[src/rtl/mfde_pkg.sv]
// Package with types and constants shared by the draw engine modules.
package mfde_pkg;
   localparam int SCREEN_WIDTH  = 84;
   localparam int SCREEN_HEIGHT = 48;
   localparam int PAGE_COUNT    = (SCREEN_HEIGHT + 7) / 8;
   localparam int STORE_SIZE    = SCREEN_WIDTH * PAGE_COUNT;
   localparam int ADDR_W        = $clog2(STORE_SIZE);

   typedef logic [2:0] kind_type;
   localparam kind_type KIND_CLEAR  = 3'd0;
   localparam kind_type KIND_PIXEL  = 3'd1;
   localparam kind_type KIND_LINE   = 3'd2;
   localparam kind_type KIND_CIRCLE = 3'd3;
   localparam kind_type KIND_INVERT = 3'd4;
   localparam kind_type KIND_READ   = 3'd5;

   typedef enum logic [3:0] {
      ST_IDLE, ST_CLEAR, ST_LINE, ST_CIRC, ST_PLOT_RD, ST_PLOT_WR,
      ST_INV_RD, ST_INV_WR, ST_READ_RD, ST_READ_WAIT, ST_DONE
   } state_type;

   // Write request into the frame store.
   typedef struct packed {
      logic              en;
      logic [ADDR_W-1:0] addr;
      logic [7:0]        data;
   } wr_req_type;
endpackage

[src/rtl/mfde_frame_ram.sv]
// Frame store memory: one write port, one registered read port.
module mfde_frame_ram (
   input  logic                     clock,
   input  mfde_pkg::wr_req_type     wr,
   input  logic [mfde_pkg::ADDR_W-1:0] rd_addr,
   output logic [7:0]               rd_data
);
   import mfde_pkg::*;
   logic [7:0] mem [STORE_SIZE];
   always_ff @(posedge clock) begin
      if (wr.en) begin
         mem[wr.addr] <= wr.data;
      end
      rd_data <= mem[rd_addr];
   end
endmodule
[config.mk]
export PLATFORM = sky130hd
export DESIGN_NAME = mfde_frame_ram
export DESIGN_NICKNAME = d
export VERILOG_FILES = /design/src/rtl/mfde_pkg.sv /design/src/rtl/mfde_frame_ram.sv
export SDC_FILE = /design/constraint.sdc
export NUM_CORES = 2
export LEC_CHECK = 0
export BUFFER_PORTS_ARGS = -buffer_cell sky130_fd_sc_hd__buf_2
export CORE_AREA = 2 2 533 588
export DETAILED_ROUTE_END_ITERATION = 8
export DIE_AREA = 0 0 535 590
export PLACE_DENSITY = 0.72
export SETUP_SLACK_MARGIN = 0.02
export SLEW_MARGIN = 20
export SYNTH_ARGS = -nofsm -noshare
export SYNTH_HDL_FRONTEND = slang
export SYNTH_SLANG_ARGS = --single-unit
[constraint.sdc]
create_clock -name clock -period 7.2 [get_ports clock]
set_input_delay 1.44 -clock clock [delete_from_list [all_inputs] [get_ports clock]]
set_output_delay 1.44 -clock clock [all_outputs]
set_load 0.005 [all_outputs]
* After elaboration in Yosys (flattened, before gate mapping)
Memory sizes are Yosys's and may differ from the RTL's. A register that Yosys moved wholly into a read port is not among the register bits.
Index checks and enable logic that the tools add are counted.
** Word-level totals
- Input port bits :: 28
- Memories :: 1
- Bits in registers :: 0
- Word-level logic and storage cells :: 3
- Bits in writable memories :: 4032
** Operators by class
- Muxes and demuxes :: 2
** Memory list
- mem :: depth 504, width 8, rd ports 1, clocked after memory_dff 1, write ports 1, RTL line mfde_frame_ram.sv:9 : logic [7:0] mem [STORE_SIZE];
** Operator list (count)
- 1-bit two-way mux :: 2

* Logic depth before layout (Yosys ltp)
- Word-level depth :: 2
- Gate-level depth with buffers :: 15
- Depth with buffers taken out :: 8

* Worst setup path after synthesis
Ideal clock, no wire load.
- Path kind :: input to register
- From :: input rd_addr[0] (netlist bit)
- To :: register rd_data[0], read port of mem
- Library setup time :: 0.126 ns
- Path slack :: 3.439 ns
- Arrival :: 3.635 ns
- Required time :: 7.074 ns
- Cell stages on the path :: 10
- Path through :: buf_6 buf_12 buf_6 buf_2 mux4_2 mux4_2 a22oi_1 a31oi_1 a22oi_1 o21ai_0
** RTL lines
- start, declared :: RTL line mfde_frame_ram.sv:5 : input logic [mfde_pkg::ADDR_W-1:0] rd_addr,
- end, declared :: RTL line mfde_frame_ram.sv:6 : output logic [7:0] rd_data

==> metrics.md <==
| Metric | Value |
|---|---|
| Area contributors post-synth | `edfxtp_1 77%, mux4_2 13%, mux2i_1 2.7%` |
| CTS root buffer | `clkbuf_16` |
| Hold Vio Cnt, Final | `0` |
| Combinational share of power | `5.1%` |
| Post-Synth Simple-Gate Area | `2.31%` |
| Crit path buf inv count | `2` |
| Initial antenna violation count | `21` |
| CTS resizes | `0` |
| Area leader, netlist | `edfxtp_1` |
| Combinational family with the most area after synthesis | `multiplexers` |
| Die Y | `590 um` |
| Post-synth ARST share | `0%` |
| Syn Area/Cell | `21.4 sq um` |
| Register area | `121000 sq um` |
| Drt drc | `0` |
| Clock share of power | `42.4%` |
| Port bufs | `35` |
| Critical R2R Launch | `mem[16][2]` |
| Finished Cell Area | `175000 sq um` |
| Post-CTS Repair Setup Buffers | `0` |
| Post-synth top cells | `4032 x edfxtp_1, 927 x mux4_2, 581 x nor2_1, 428 x mux2i_1, 190 x clkbuf_1` |
| Vias per inst | `6.57` |
| R2r endpoint | `rd_data[2]` |
| Multi-input gate area | `33300 sq um` |
| MaxCap Viol Count | `0` |
| Power density over the cells | `282 nW/um^2` |
| Area growth syn-to-layout | `11.4%` |
| Syn Std Cell Area | `157000 sq um` |
| Reg clk slew, reported paths | `0.06 ns` |
| CP max stage delay | `0.77 ns` |
| Routed WL per cell | `34.6 um` |
| CTS tree | `built` |
| Post-synthesis compound-gate area fraction | `2.66%` |
| Final nets | `7550` |
| Worst slew pin tran | `1.31 ns` |
| RSZ-0062 raised after global routing | `false` |
| Hold_buf cts | `0` |
| DRT Pass-1 Iters | `8` |
| Final wirelength | `414000 um` |
| Placement-stage cell area | `162000 sq um` |
| Synthesized flop and latch total | `4040` |
| Fraction of synthesized area in multiplexers | `16.1%` |
| Status | `finished, final reports clean` |
| Clk buf depth | `4` |
| CP Depth | `10` |
| Hold Path Class | `in2reg` |
| Adder-cell area share of the yosys netlist | `0%` |
| R2R cell count | `8` |
| Vias in the first global route | `78700` |
| Sw Ratio | `21.3%` |
| Count leader, synth | `edfxtp_1` |
| Peak Freq | `204 MHz` |
| Gpl congestion | `0.876` |
| Reg power frac | `52.6%` |
| Slew headroom | `12.7%` |
| Leak | `54.3 nW` |
| Register area share after synthesis | `77.1%` |
| CP cell instances | `buf_8 -> nand2b_4 -> buf_4 -> o221ai_1 -> o22ai_1 -> a21oi_1 -> o21ai_0 -> or4b_2 -> nor3_1 -> o311a_1` |
| Starting density of the core | `50.7%` |
| Clk sink count | `4040` |
| Reg-to-reg slack, setup | `3.78 ns` |
| Max FO, Critical Path | `48` |
| Die area | `316000 sq um` |
| Syn. warnings | `0` |
| Via count | `78700` |
| Initial detailed-routing violation count | `12200` |
| Number of synthesized flops with an enable pin | `4032` |
| Setup TNS | `0 ns` |
| Syn_nets | `7386` |
| Startpoint types | `input port` |
| # fillers | `21900` |
| Worst setup endpoint | `rd_data[6]` |
| Critical path's slowest cell | `nor3_1` |
| Share of layout cells above drive strength 1 | `22.6%` |
| Final slew viol count | `0` |
| Crit. Startpoint | `rd_addr[2]` |
| Psw | `10.5 mW` |
| Clock buffer count from CTS | `392` |
| Final Setup Violations | `0` |
| XOR/XNOR share of the synthesized area | `0%` |
| I/O pins | `36` |
| Post-synth cell types | `63` |
| Post-route ant nets | `0` |
| Post-synth top area share | `77.0%` |
| Tmin final | `4.91 ns` |
| Worst skew pair latency | `0.96 ns` |
| CP arrival | `5.80 ns` |
| Syn Inst Count | `7358` |
| Delay-heaviest family, CP | `simple AND/OR/NAND/NOR gates` |
| Placed wire-length estimate | `244000 um` |
| H-tree depth | `5` |
| Site row count | `215` |
| Largest net degree at the start of global routing | `209` |
| Main flop type after synthesis | `edfxtp_1` |
| First-pass GRT wire length | `587000 um` |
| Req. time, crit path | `8.09 ns` |
| Gr usage total | `26.1%` |
| Endpoint class of the critical path | `flop` |
| Internal | `38.8 mW` |
| Crit path kind | `in2reg` |
| Die Wd | `535 um` |
| VDD IR-drop max | `0.210 mV` |
| Core Area | `310000 sq um` |
| Crit share post-route | `68.1%` |
| Post-Route Skew | `0.0657 ns` |
| Total gr overflow | `0` |
metrics by stage:
step                      instances  hold WS, ns  setup slack [ns]  utilization (%)  power, mW
final                         12000        0.995              2.29             56.5       49.4
after detailed placement      11300         1.15              1.46             52.2       28.9
after global placement        11300         1.17              1.31             52.2       28.9
after global routing          12000        0.988              2.36             56.4       50.4
after floorplan                7358        0.864              3.44                -       27.7
after CTS                     12000        0.974              2.41             56.4       49.4
power by group through the flow:
stage | logic (mW) | registers, mW | clock network (mW)
floorplan | 1.30 | 26.4 | 0
global placement | 2.43 | 26.4 | 0
detailed placement | 2.48 | 26.4 | 0
CTS | 2.49 | 25.9 | 21.0
global route | 2.58 | 25.9 | 21.9
finish | 2.51 | 25.9 | 20.9
sequential cells by signal (all words and copies together) (netlist names):
name and flops:
rd_data 8, mem 4032
cells in the final DEF (no fill, tap or decap), drive strengths merged, types with 48 or more instances in the layout:
cell type,Yosys,final
a21oi,110,110
buf,266,226
bufinv,0,54
clkbuf,191,465
clkinv,0,167
edfxtp,4032,4032
mux2i,428,428
mux4,927,927
nand2,128,128
nor2,581,581
nor3,48,48
o21ai,94,94
o221ai,144,144
o22ai,109,109
worst min path at each step:
stage                            from     endpoint  slack [ns]  cells past startpoint
after detailed placement  mem[154][3]   rd_data[3]        1.15                      6
after global routing            wr[2]  mem[488][2]        0.99                      1
final                           wr[1]  mem[118][1]        0.99                      1
after CTS                       wr[2]  mem[489][2]        0.97                      1
after floorplan           mem[312][3]   rd_data[3]        0.86                      6
after global placement    mem[140][3]   rd_data[3]        1.17                      6
kinds of logic (layout without fill, tap and decap cells):
| family | after synthesis | in the layout |
|---|---|---|
| AOI/OAI and AO/OA | 611 | 611 |
| buffers and inverters | 463 | 938 |
| DFF | 4040 | 4040 |
| muxes | 1367 | 1367 |
| other | 0 | 15 |
| and+or+nand+nor | 877 | 877 |
routing by layer:
| metal | up-vias | share of wire [%] | GRT usage [%] |
|---|---|---|---|
| met4 | 10 | 5.6 | 12.9 |
| met2 | 5221 | 48 | 41.1 |
| li1 | 31200 | - | - |
| met5 | - | 0.015 | 0 |
| met3 | 981 | 11 | 5.66 |
| met1 | 41200 | 36 | 34.8 |
cell type report:
| type | instances | area share [%] |
|---|---|---|
| antenna | 15 | 0.0214 |
| clock buffer | 464 | 5.85 |
| clock inverter | 241 | 1.59 |
| inverter | 6 | 0.0207 |
| multi-input combinational | 2855 | 19.0 |
| sequential | 4040 | 69.2 |
| tap | 4123 | 2.95 |
| timing repair buffer | 227 | 1.33 |
No activity file was read; power rests on OpenSTA's default activity.
